<file path="config.mk">
export PLATFORM = sky130hd
export DESIGN_NAME = ivc_ram
export DESIGN_NICKNAME = d
export VERILOG_FILES = /design/src/design/ivc_ram.sv
export SDC_FILE = /design/constraint.sdc
export NUM_CORES = 1
export LEC_CHECK = 0
export BUFFER_PORTS_ARGS = -buffer_cell sky130_fd_sc_hd__buf_4
export CAP_MARGIN = 15
export CORE_MARGIN = 2
export CORE_UTILIZATION = 60
export CTS_CLUSTER_SIZE = 25
export DETAILED_ROUTE_END_ITERATION = 10
export GPL_ROUTABILITY_DRIVEN = 0
export PLACE_DENSITY_LB_ADDON = 0.25
export RECOVER_POWER = 25
export SETUP_SLACK_MARGIN = 0.05
export SLEW_MARGIN = 20
export SYNTH_ARGS = -nofsm -noshare
export SYNTH_HDL_FRONTEND = slang
export SYNTH_SLANG_ARGS = --single-unit
</file>
<file path="constraint.sdc">
create_clock -name clk -period 2.4 [get_ports clk]
set_clock_uncertainty 0.15 [all_clocks]
set_input_delay 0.36 -clock clk [delete_from_list [all_inputs] [get_ports clk]]
set_output_delay 0.36 -clock clk [all_outputs]
set_load 0.01 [all_outputs]
</file>
<file path="src/design/ivc_ram.sv">
// Generic single write port, single read port RAM with registered read.
`default_nettype none
module ivc_ram #(
    parameter int WIDTH = 8,
    parameter int DEPTH = 16
) (
    input  wire logic                     clk,
    input  wire logic                     we,
    input  wire logic [$clog2(DEPTH)-1:0] waddr,
    input  wire logic [WIDTH-1:0]         wdata,
    input  wire logic [$clog2(DEPTH)-1:0] raddr,
    output logic      [WIDTH-1:0]         rdata
);

    logic [WIDTH-1:0] mem [DEPTH];

    always_ff @(posedge clk)
    begin
        if (we)
        begin
            mem[waddr] <= wdata;
        end
        rdata <= mem[raddr];
    end

endmodule
`default_nettype wire

</file>
After elaboration in Yosys (flattened, before gate mapping):

Memories as Yosys holds them, arrays and structs flattened. A register that Yosys moved wholly into a read port is not among the register bits.
Index checks and enable logic that the tools add are counted.

* flip-flop bits (word level): 0
* RAM bits: 128
* input bits: 18
* output and inout bits: 8
* word-level logic and storage cells: 3
* memories: 1

* muxes and demuxes: 2

Memories
* mem: depth 16, width 8, rd ports 1, clocked after Yosys merged registers in 1, wr ports 1, line 15 `logic [WIDTH-1:0] mem [DEPTH];`

Operators with widths (number)
* two-way mux 1 bit: 2

Depth between registers and ports, before layout:

* depth in word-level cells: 2
* mapped depth: 5

Worst setup path before layout:

OpenSTA, ideal clock, no wires.

* kind: input to register
* from: input port waddr[2]
* to: memory mem[0][0], enable pin
* arrival: 1470 ps
* required time: 1867 ps
* slack: 397 ps
* stages on the path: 2
* cell sequence: or3b_2 -> nor3_1

RTL lines
* start: declaration: line 9 `input wire logic [$clog2(DEPTH)-1:0] waddr,`
* end: declaration: line 15

Straight into the memory's write port.

==> impl_metrics.csv <==
group,metric,value,unit
status,status,"complete, no violations",
floorplan,io_pins,26,
detailed_routing,first_iter_violations,224,
detailed_routing,route.vias.total,2477,
logic_synthesis,ys_seq_elements,136,
final_layout,post-route-util,74.3,%
placed_design,placed_area,5540,um2
floorplan,dieHeight,96.6,um
sta,finalCriticalPeriod,1.62,ns
pwr,p_per_area,906,nW/um2
floorplan,rows,33,
cts,htreeDepth,4,
global_routing,gr-total-overflow,0,
global_routing,grt_pass1_vias,2650,
cts,root_buffer,"clkbuf_8",
pwr,vdd_ir_drop_max,0.514,mV
logic_synthesis,synth_top_area_share,74.7,%
cts,cts_resized,0,
final_layout,nets,302,
sta,drv_slew,0,
detailed_routing,drt_wl_total,9740,um
cts,cts-buffers-inserted,17,
pwr,p_leak,0.00211,uW
floorplan,die_w,96.6,um
worst_setup_path,crit_slowest_cell,"mux4_1",
logic_synthesis,yosys.area.top_type,"edfxtp_1",
floorplan,core_area,8260,um2
logic_synthesis,yosysSeqAreaShare,77.8,%
final_layout,synthToLayoutAreaGrowth,19.2,%
global_routing,grt-busiest-layer,"met2",
sta,tns,0,ns
worst_setup_path,crit_required,2.63,ns
sta,hold_violations,0,
cts,clkLatencyLatePin,0.50,ns
worst_setup_path,cp-startpoint,"mem[1][2]",
detailed_routing,wl_per_cell,24.2,um
global_routing,grt_first_pass_wirelength,15100,um
hold_path,min_from,"raddr[2]",
worst_setup_path,max_stage_delay,0.55,ns
logic_synthesis,syn_area_per_cell,22.5,um2
final_layout,fill_cells,467,
hold_path,hp-class,"in2reg",
final_layout,final_cell_area,6130,um2
global_routing,met1_usage,31.3,%
logic_synthesis,synth_cell_type_count,19,
sta,worst_slack,0.779,ns
logic_synthesis,syn_inst,229,
global_routing,antenna_found_initial,0,
cts,cts_tree,"done",
worst_setup_path,crit_fanout,1,
global_routing,grtUsageMet3,5.64,%
worst_setup_path,r2r_start,"mem[1][2]",
job,cap_violations,0,
global_routing,use_met2,34.8,%
detailed_routing,vias_per_cell,6.16,
cts,cts_buffer_depth,2,
sta,setup_viol_count_final,0,
placed_design,io_buffers,25,
sta,tightest_slew,0.689,ns
detailed_routing,ant_nets,0,
sta,slew_headroom,54.1,%
global_routing,grt_util_all_layers,22.4,%
logic_synthesis,syn-num-nets,247,
worst_setup_path,worstSetupEndpointType,"flip-flop",
worst_setup_path,crit_type,"reg2reg",
cts,clk_pin_slew,0.06,ns
sta,timing.hold.ws,0.210,ns
detailed_routing,drt-pass1-iter-count,4,
floorplan,die_area,9340,um2
cts,cts_sinks,136,
sta,rsz0062_at_grt,"no",
worst_setup_path,crit_chain,"mux4_1 -> a22oi_1 -> nand2_1",
logic_synthesis,ys_warn_count,0,
worst_setup_path,start_kind,"flip-flop",
sta,post-route-period-util,67.5,%
placed_design,dp.final_hpwl,5760,um
final_layout,diodes,0,
worst_setup_path,arrival,1.85,ns
final_layout,layout-drive-gt1-share,29.6,%
placed_design,dp_slack,0.306,ns
detailed_routing,drc,0,
floorplan,initial_utilization,62.3,%
sta,fmax,0.617,GHz
logic_synthesis,synth_top_cells_by_area,"edfxtp_1 75%, mux4_2 7.9%, mux4_1 7.1%",
global_routing,grt_max_degree,33,
logic_synthesis,netlist_area,5150,um2
worst paths after layout:
| check | cells past startpoint | slack [ns] | to |
|---|---|---|---|
| setup / recovery | 3 | 0.78 | rdata[2] |
| hold / removal | 4 | 0.21 | rdata[4] |
| hold reg to reg | 3 | 0.52 | rdata[4] |
| setup reg to reg | 3 | 0.78 | rdata[2] |
kinds of logic (layout without fill, tap and decap cells):
kind of cell           count (synthesis)  in the layout  share of synthesized area (%)
flip-flops                           136            136                           77.8
AND/OR/NAND/NOR                       35             35                           3.18
multiplexers                          32             32                           15.0
AO/OA/AOI/OAI                         16             16                           2.33
buffers and inverters                 10             78                           1.68
power breakdown:
group	switching, uW	leakage [uW]	internal [uW]
sequential	15.9	0.00122	2660
clock	916	0.000302	1710
combinational	142	0.000581	117
stage by stage:
stage	cells	power (uW)
2_1_floorplan	229	2860
4_1_cts	402	5590
3_5_place_dp	369	2980
5_1_grt	402	5710
6_report	402	5560
3_3_place_gp	369	2970
synthesized netlist by cell type:
library cell and number:
nand3_1 1, nand2_1 9, buf_2 3, mux4_1 14, and2b_1 1, a22oi_1 16
and2_1 1, dfxtp_1 8, nand3b_1 2, nor3_1 4, nor2_1 13, edfxtp_1 128
clkdlybuf4s25_2 3, mux4_2 18, buf_6 3, nor2b_1 1, buf_4 1, nand2b_1 2
or3b_2 1
worst max-delay path: cells and delay by family (launching register included):
| kind | cells | cell delay [ns] |
|---|---|---|
| DFF | 1 | 0.39 |
| AOI/OAI and AO/OA | 1 | 0.32 |
| muxes | 1 | 0.55 |
| and+or+nand+nor | 1 | 0.09 |
flip-flops by register name (all words and copies together), names as in the netlist:
register and flops:
mem 128, rdata 8
cells in the final DEF (no fill, tap or decap), drive strengths merged:
cell	instances
a22oi	16
and2	1
and2b	1
buf	38
bufinv	4
clkbuf	26
clkinv	6
clkinvlp	1
dfxtp	8
dlygate4sd3	1
edfxtp	128
inv	2
mux4	32
nand2	9
nand2b	2
nand3	1
nand3b	2
nor2	13
nor2b	1
nor3	4
or3b	1
cell type report:
type,count,area [um2],area share [%]
Sequential cell,136,4000,65.3
Multi-Input combinational cell,83,1060,17.2
Clock buffer,19,432,7.04
Timing Repair Buffer,46,334,5.45
Clock inverter,13,175,2.86
Tap cell,105,131,2.14
layer usage:
metal | up-vias | wire length (um)
met5 | - | 0
met4 | 0 | 180
met3 | 16 | 615
met2 | 103 | 4930
met1 | 1276 | 4020
li1 | 1082 | -
timing repair:
item / in CTS / in global routing
hold endpoints to repair: 16 / 0
buffers inserted: 0 / 0
hold buffers: 1 / 0
Power figures use the tool's default switching activity.
