==> src/design/ivc_pkg.sv <==
// Shared types and constants of the interval overwrite visible count unit.
`default_nettype none
package ivc_pkg;

    localparam int DEF_TABLE_DEPTH = 512;
    localparam int DEF_MAX_POSTERS = 256;
    localparam int DEF_COORD_BITS  = 24;

    localparam int ID_W        = 8;
    localparam int VIS_W       = 9;
    localparam int STATUS_W    = 2;
    localparam int OWN_IDX_W   = 16;

    typedef enum logic [STATUS_W-1:0] {
        ST_OK        = 2'd0,
        ST_FULL      = 2'd1,
        ST_BAD_RANGE = 2'd2
    } status_t;

    // One increment or decrement of an owner's segment count.
    typedef struct packed {
        logic                 req;
        logic                 inc;
        logic [OWN_IDX_W-1:0] idx;
    } owner_cmd_t;

endpackage
`default_nettype wire

==> src/design/ivc_ram.sv <==
// Generic single write port, single read port RAM with registered read.
`default_nettype none
module ivc_ram #(
    parameter int WIDTH = 8,
    parameter int DEPTH = 16
) (
    input  wire logic                     clk,
    input  wire logic                     we,
    input  wire logic [$clog2(DEPTH)-1:0] waddr,
    input  wire logic [WIDTH-1:0]         wdata,
    input  wire logic [$clog2(DEPTH)-1:0] raddr,
    output logic      [WIDTH-1:0]         rdata
);

    logic [WIDTH-1:0] mem [DEPTH];

    always_ff @(posedge clk)
    begin
        if (we)
        begin
            mem[waddr] <= wdata;
        end
        rdata <= mem[raddr];
    end

endmodule
`default_nettype wire

==> src/design/ivc_owner_unit.sv <==
// Per-owner segment counts and the count of owners still visible.
`default_nettype none
module ivc_owner_unit #(
    parameter int MAX_POSTERS = 256,
    parameter int TABLE_DEPTH = 512
) (
    input  wire logic                               clk,
    input  wire logic                               rst_n,
    input  wire logic                               clear,
    input  wire ivc_pkg::owner_cmd_t                cmd,
    output logic [$clog2(MAX_POSTERS+1)-1:0]        shown
);
    import ivc_pkg::*;

    localparam int OW  = $clog2(MAX_POSTERS);
    localparam int OCW = $clog2(TABLE_DEPTH + 1);
    localparam int SHW = $clog2(MAX_POSTERS + 1);

    logic [MAX_POSTERS-1:0] vbit_reg;
    logic                   pend_reg;
    logic                   inc_reg;
    logic [OW-1:0]          idx_reg;
    logic [SHW-1:0]         shown_reg;

    logic [OCW-1:0] rdata;
    logic [OCW-1:0] cnt;
    logic [OCW-1:0] cnt_next;

    ivc_ram #(.WIDTH(OCW), .DEPTH(MAX_POSTERS)) u_count_ram (
        .clk   (clk),
        .we    (pend_reg),
        .waddr (idx_reg),
        .wdata (cnt_next),
        .raddr (cmd.idx[OW-1:0]),
        .rdata (rdata)
    );

    // An owner whose valid bit is clear holds no segments.
    assign cnt = vbit_reg[idx_reg] ? rdata : '0;

    always_comb
    begin
        if (inc_reg)
        begin
            cnt_next = cnt + OCW'(1);
        end
        else if (cnt != '0)
        begin
            cnt_next = cnt - OCW'(1);
        end
        else
        begin
            cnt_next = '0;
        end
    end

    always_ff @(posedge clk or negedge rst_n)
    begin
        if (!rst_n)
        begin
            vbit_reg  <= '0;
            pend_reg  <= 1'b0;
            inc_reg   <= 1'b0;
            idx_reg   <= '0;
            shown_reg <= '0;
        end
        else
        begin
            pend_reg <= cmd.req;
            inc_reg  <= cmd.inc;
            idx_reg  <= cmd.idx[OW-1:0];
            if (clear)
            begin
                vbit_reg  <= '0;
                shown_reg <= '0;
            end
            else if (pend_reg)
            begin
                vbit_reg[idx_reg] <= 1'b1;
                if (inc_reg && cnt == '0)
                begin
                    shown_reg <= shown_reg + SHW'(1);
                end
                else if (!inc_reg && cnt == OCW'(1) && shown_reg != '0)
                begin
                    shown_reg <= shown_reg - SHW'(1);
                end
            end
        end
    end

    assign shown = shown_reg;

endmodule
`default_nettype wire

==> config.mk <==
export PLATFORM = sky130hd
export DESIGN_NAME = ivc_owner_unit
export DESIGN_NICKNAME = d
export VERILOG_FILES = /design/src/design/ivc_pkg.sv /design/src/design/ivc_ram.sv /design/src/design/ivc_owner_unit.sv
export SDC_FILE = /design/constraint.sdc
export NUM_CORES = 2
export LEC_CHECK = 0
export ABC_AREA = 0
export BUFFER_PORTS_ARGS = -buffer_cell sky130_fd_sc_hd__buf_2
export CAP_MARGIN = 20
export CORE_MARGIN = 1
export CORE_UTILIZATION = 40
export CTS_CLUSTER_SIZE = 24
export DETAILED_ROUTE_END_ITERATION = 12
export GPL_ROUTABILITY_DRIVEN = 0
export SYNTH_ARGS = -nofsm -noshare
export SYNTH_HDL_FRONTEND = slang
export SYNTH_SLANG_ARGS = --single-unit
==> constraint.sdc <==
create_clock -name clk -period 16.6 [get_ports clk]
set_input_delay 3.32 -clock clk [delete_from_list [all_inputs] [get_ports clk]]
set_output_delay 3.32 -clock clk [all_outputs]
set_load 0.005 [all_outputs]
# --- Word level (Yosys, flattened, before mapping) ---
# Memory sizes are Yosys's and may differ from the RTL's. A register that Yosys moved wholly into a read port is not among the register bits.
# Cells that the tools add are included.
totals:
  register_bits: 275
  ramBits: 2560
  in_bits: 21
  wordCells: 40
  n_memories: 1
memory_table:
  columns: ["memory", "depth", "word_bits", "read_ports", "rd_clocked_by_memory_dff", "write_ports", "line_no", "text"]
  rows:
  - ["u_count_ram.mem", 256, 10, 1, 1, 1, "ivc_ram.sv:15", "logic [WIDTH-1:0] mem [DEPTH];"]
op_classes:
  n_addsub: 4
  order_cmp: 2
  n_eq_ne: 1
  mux: 15
  n_bitwise: 1
  reduce_logical: 11
ops:
  columns: ["cell", "n"]
  rows:
  - ["$mux W256", 2]
  - ["$or A256 B256 Y256", 1]
  - ["$mux W9", 4]
  - ["$mux W10", 3]
  - ["$add A10 B1 Y10 const B", 1]
  - ["$eq A10 B1 Y1 const B", 1]
  - ["$logic_not A10 Y1", 1]
  - ["$reduce_bool A10 Y1", 1]
  - ["$sub A10 B1 Y10 const B", 1]
  - ["$add A9 B1 Y9 const B", 1]
  - ["$lt A8 B9 Y1 const B", 1]
  - ["$reduce_bool A9 Y1", 1]
  - ["$sub A9 B1 Y9 const B", 1]
  - ["$bmux W1 S8", 1]
  - ["$demux W1 S8", 1]
  - ["$ge A8 B1 Y1 const B", 1]
  - ["$logic_and A1 B1 Y1", 4]
  - ["$mux W1", 4]
  - ["$reduce_bool A3 Y1", 1]
  - ["$reduce_and A2 Y1", 1]
  - ["$reduce_bool A2 Y1", 1]
  - ["$logic_not A1 Y1", 1]

# --- Longest topological paths before layout ---
depth:
  word_depth: 10
  depth_mapped: 26

# --- By module ---
# A second synthesis with hierarchy kept.
unflattened:
  cells_unflattened: 5981
  area_unflattened_um2: 112346.5
modules_own_cells:
  columns: ["mod", "n_inst", "cells_per_inst", "area_each_um2", "seq_area_each_um2"]
  rows:
  - ["ivc_ram", 1, 4642, 99253.9, 77073.9]
  - ["ivc_owner_unit", 1, 1339, 13092.6, 6881.6]

# --- Least setup slack after synthesis ---
# OpenSTA, ideal clock, no wires.
synth_timing:
  path_type: "register to register"
  startpoint: "register idx_reg[0]"
  endpoint: "memory u_count_ram.mem[0][1] (netlist bit), data pin"
  arrival_ps: 12948
  required_ps: 14413
  slack_ps: 1464
  path_stages_with_launch: 17
  path_buffers: 5
  period_less_slack_ps: 15136
  cell_sequence: "dfrtp_1 -> buf_6 -> buf_8 -> buf_8 -> buf_6 -> mux2i_1 -> a221oi_1 -> o21ai_0 -> a32oi_1 -> a21oi_1 -> a32oi_4 -> buf_2 -> nand2_1 -> ha_1 -> a21boi_2 -> or2_1 -> o21ai_0"
synth_between:
  elab_chain_cells: 6
  word_cells_on_any_way: 8
  classes_between: "2 x add/sub; 5 x mux; 1 x reduce/logical"
synth_rtl:
  columns: ["element", "line_no", "text"]
  rows:
  - ["start: declaration", "ivc_owner_unit.sv:22", "logic [OW-1:0] idx_reg;"]
  - ["start signal: assignment", "ivc_owner_unit.sv:71", "idx_reg <= cmd.idx[OW-1:0];"]
  - ["$bmux W1 S8 (*)", "ivc_owner_unit.sv:39", "assign cnt = vbit_reg[idx_reg] ? rdata : '0;"]
  - ["$mux W1 (not written as such) (*)", "ivc_owner_unit.sv:39", null]
  - ["$mux W10 (*)", "ivc_owner_unit.sv:39", null]
  - ["$sub A10 B1 Y10 or $reduce_bool A10 Y1 (tied branches)", "ivc_owner_unit.sv:49, ivc_owner_unit.sv:47", null]
  - ["$mux W10", "ivc_owner_unit.sv:47", "else if (cnt != '0)"]
  - ["$mux W10 (*)", "ivc_owner_unit.sv:43", "if (inc_reg)"]
  - ["via cnt_next[1]", "ivc_owner_unit.sv:27", "logic [OCW-1:0] cnt_next;"]
  - ["end: declaration", "ivc_ram.sv:15", null]
# Mark *: on every way through the listed nets, which the timed path passes. The rest lies on a longest branch. The select of a mux whose other input is x is not followed.

# --- Worst setup path in the final report ---
layout_timing:
  startpoint: "register idx_reg[0]"
  endpoint: "memory u_count_ram.mem[7][5] (netlist bit), data pin"
# Same word-level chain as after synthesis.

==> flow_summary.json <==
{
  "status": "finished, final reports clean",
  "die_w_um": 528,
  "yosysWarnings": 0,
  "grt_pass1_vias": 53600,
  "postPlaceCellArea_um2": 117000,
  "ir_worst_vdd_uv": 129,
  "cts_made_buffers": 310,
  "overflow": 0,
  "die_area_um2": 279000,
  "ys_top_cells_by_area": "edfxtp_1 (69%), mux4_2 (18%), dfrtp_1 (6.2%)",
  "p_int_mw": 12.5,
  "setup_viol_count_final": 0,
  "crit_required_ns": 17.13,
  "place.port_buffers": 21,
  "grt_pass1_wl_mm": 391,
  "wl_per_cell_um": 28.9,
  "cts_resized": 0,
  "pwr-share-seq": 0.516,
  "final-hold-violation-count": 0,
  "min_period_over_period": 0.530,
  "switchingPower_mw": 3.63,
  "setup_tns_ns": 0,
  "dp_hpwl_mm": 160,
  "coreArea_um2": 275000,
  "syn_to_final_growth_pct": 14.2,
  "ys_async_sr_fraction": 0.0967,
  "post_cts.repair.setup_buffers": 0,
  "multi_input_area_um2": 25800,
  "holdBufCountCts": 0,
  "synth_top_cell_by_area": "edfxtp_1",
  "max_slew.worst_pin.slew_ns": 1.13,
  "p_per_area_nw_per_um2": 127,
  "fin_ws_ns": 7.81,
  "drt-initial-drc-count": 5564,
  "crit_fanout": 100,
  "vias": 53200,
  "path_clk_slew_ns": 0.06,
  "critPathLaunchType": "flop",
  "initial_core_util": 0.404,
  "crit_type": "reg -> reg",
  "min_delay_path_depth": 2,
  "grt_max_degree": 189,
  "drt-pass1-iter-count": 8,
  "final.setup_skew_ns": 0.0639,
  "rsz0062_at_grt": "no",
  "vias_per_cell": 5.67,
  "clk_latency_ns": 0.94,
  "ys_types": 60,
  "htreeDepth": 5,
  "fin_crit_ns": 8.79,
  "nets": 5491,
  "drtAntennaViolNets": 0,
  "clock_path_buffers": 4,
  "cts_root_buf": "clkbuf_16",
  "grtUsageTotal": 0.195,
  "final_area_um2": 127000,
  "synth-seq-area-share": 0.757,
  "leakagePower_nw": 41.1,
  "holdCritPathClass": "reg -> reg",
  "relSlewSlack": 0.245,
  "clkSinkCount": 2845,
  "fillers": 22600,
  "post-place-ws_ns": 7.88,
  "fmax_mhz": 114,
  "comb_power_share": 0.076,
  "reg2reg_depth": 16,
  "wl_mm": 271,
  "yosys_most_used_dff": "edfxtp_1",
  "syn_area_per_cell_um2": 21.6,
  "drc": 0,
  "die-height_um": 528,
  "core.rowCount": 192,
  "synth_edf_count": 2560,
  "maxSlewViolCount": 0,
  "clock_power_share": 0.408,
  "crit_path_end_kind": "flop",
  "cap_violations": 0,
  "synth_top_area_share": 0.694,
  "num_io_pins": 30,
  "synth_cells": 5125,
  "ys_ff_latch": 2845,
  "netlist_area_um2": 111000,
  "largest_register_ffs": 2560,
  "seq_area_um2": 84000,
  "syn_nets": 5159,
  "arrival_ns": 9.32,
  "p_sw_frac": 0.226,
  "cts_tree": "done",
  "antenna_found_initial": 13,
  "drive_gt1_frac": 0.302
}
kinds of logic (layout without fill, tap and decap cells):
family / Yosys count / after routing / synth area share
AOI/OAI and AO/OA: 156 / 156 / 0.0118
xor gates and xnor gates: 12 / 12 / 0.000948
adders and majority gates: 13 / 13 / 0.00154
buffers and inverters: 309 / 874 / 0.0120
DFF: 2845 / 2845 / 0.757
muxes: 967 / 967 / 0.187
other: 0 / 3 / 0
and+or+nand+nor: 823 / 823 / 0.0297
path summary, 6_finish.rpt:
kind                                           startpoint                               to  slack, ns
worst max-delay path                 idx_reg[0]$_DFF_PN0_  u_count_ram.mem[7][5]$_DFFE_PP_       7.81
worst min-delay path            vbit_reg[202]$_DFFE_PN0P_        vbit_reg[202]$_DFFE_PN0P_       0.49
worst max register to register       idx_reg[0]$_DFF_PN0_  u_count_ram.mem[7][5]$_DFFE_PP_       7.81
worst min register to register  vbit_reg[202]$_DFFE_PN0P_        vbit_reg[202]$_DFFE_PN0P_       0.49
max in group asynchronous                           rst_n             idx_reg[0]$_DFF_PN0_      11.89
min in group asynchronous                           rst_n        vbit_reg[214]$_DFFE_PN0P_       2.38
layer usage:
| metal | track usage | vias up | part of all wire | wire length (um) |
|---|---|---|---|---|
| met5 | 0 | - | 0.000092 | 25 |
| li1 | - | 21800 | - | - |
| met3 | 0.0303 | 430 | 0.066 | 17800 |
| met1 | 0.278 | 29000 | 0.42 | 114000 |
| met2 | 0.311 | 1948 | 0.49 | 132000 |
| met4 | 0.0551 | 4 | 0.027 | 7410 |
layout by cell type (no fill, tap or decap), drive strengths merged, types with 4 or more instances in the layout:
| cell | count |
|---|---|
| edfxtp | 2560 |
| mux4 | 879 |
| nor2 | 666 |
| clkbuf | 421 |
| buf | 312 |
| dfrtp | 275 |
| clkinv | 94 |
| mux2i | 87 |
| o21ba | 56 |
| nand2 | 44 |
| nand3 | 44 |
| a22oi | 36 |
| nor3 | 23 |
| inv | 21 |
| bufinv | 18 |
| o21ai | 16 |
| a21oi | 14 |
| nor2b | 13 |
| ha | 12 |
| dfxtp | 10 |
| clkinvlp | 8 |
| xor2 | 6 |
| and3 | 6 |
| xnor2 | 6 |
| nand2b | 5 |
| and2 | 5 |
| nor4 | 5 |
| a41oi | 4 |
| a21boi | 4 |
layout make-up:
| class | instances | share of cell area |
|---|---|---|
| flip-flops and latches | 2845 | 0.663 |
| clock inverters | 128 | 0.00874 |
| repair buffers | 316 | 0.0202 |
| well taps | 3686 | 0.0364 |
| inverters | 13 | 0.000385 |
| multi-input cells | 1971 | 0.204 |
| diodes | 3 | 0.0000593 |
| clock buffers | 417 | 0.0671 |
power by group through the flow:
stage          clock network, mW  registers (mW)  logic [mW]
2_1_floorplan                  0            8.64       0.681
3_3_place_gp                   0            8.45        1.19
3_5_place_dp                   0            8.45        1.25
4_1_cts                     6.69            8.30        1.25
5_1_grt                     6.95            8.30        1.31
6_report                    6.57            8.30        1.22
worst max-delay path, stage by stage, from the launching register on:
cell and delay, ns:
dfrtp_4 1.02, buf_4 0.69, buf_4 0.71, mux2i_1 0.17, a22oi_1 0.24, nand3_1 0.23, a41oi_1 0.46, o21bai_1 0.23
a32oi_4 0.63, nand2_1 0.24, ha_1 0.35, nor2_1 0.31, nand2b_1 0.20, nand2_1 0.12, a211o_4 0.64, buf_4 0.73
buf_4 0.89
stage by stage:
step / cells / hold slack [ns] / power, mW / util
6_report: 9379 / 0.494 / 16.1 / 0.461
5_1_grt: 9377 / 0.509 / 16.6 / 0.461
4_1_cts: 9321 / 0.497 / 16.2 / 0.459
3_5_place_dp: 8776 / 0.485 / 9.70 / 0.424
3_3_place_gp: 8765 / 0.474 / 9.64 / 0.424
2_1_floorplan: 5125 / 0.461 / 9.32 / -
cell usage after synthesis (all sizes together), types with 10 or more instances:
cell / count
a21oi: 14
a22oi: 36
buf: 103
clkbuf: 193
dfrtp: 275
dfxtp: 10
edfxtp: 2560
ha: 12
inv: 13
mux2i: 87
mux4: 879
nand2: 44
nand3: 44
nor2: 666
nor2b: 13
nor3: 23
o21ai: 16
o21ba: 56
(Power assumes the default switching activity.)
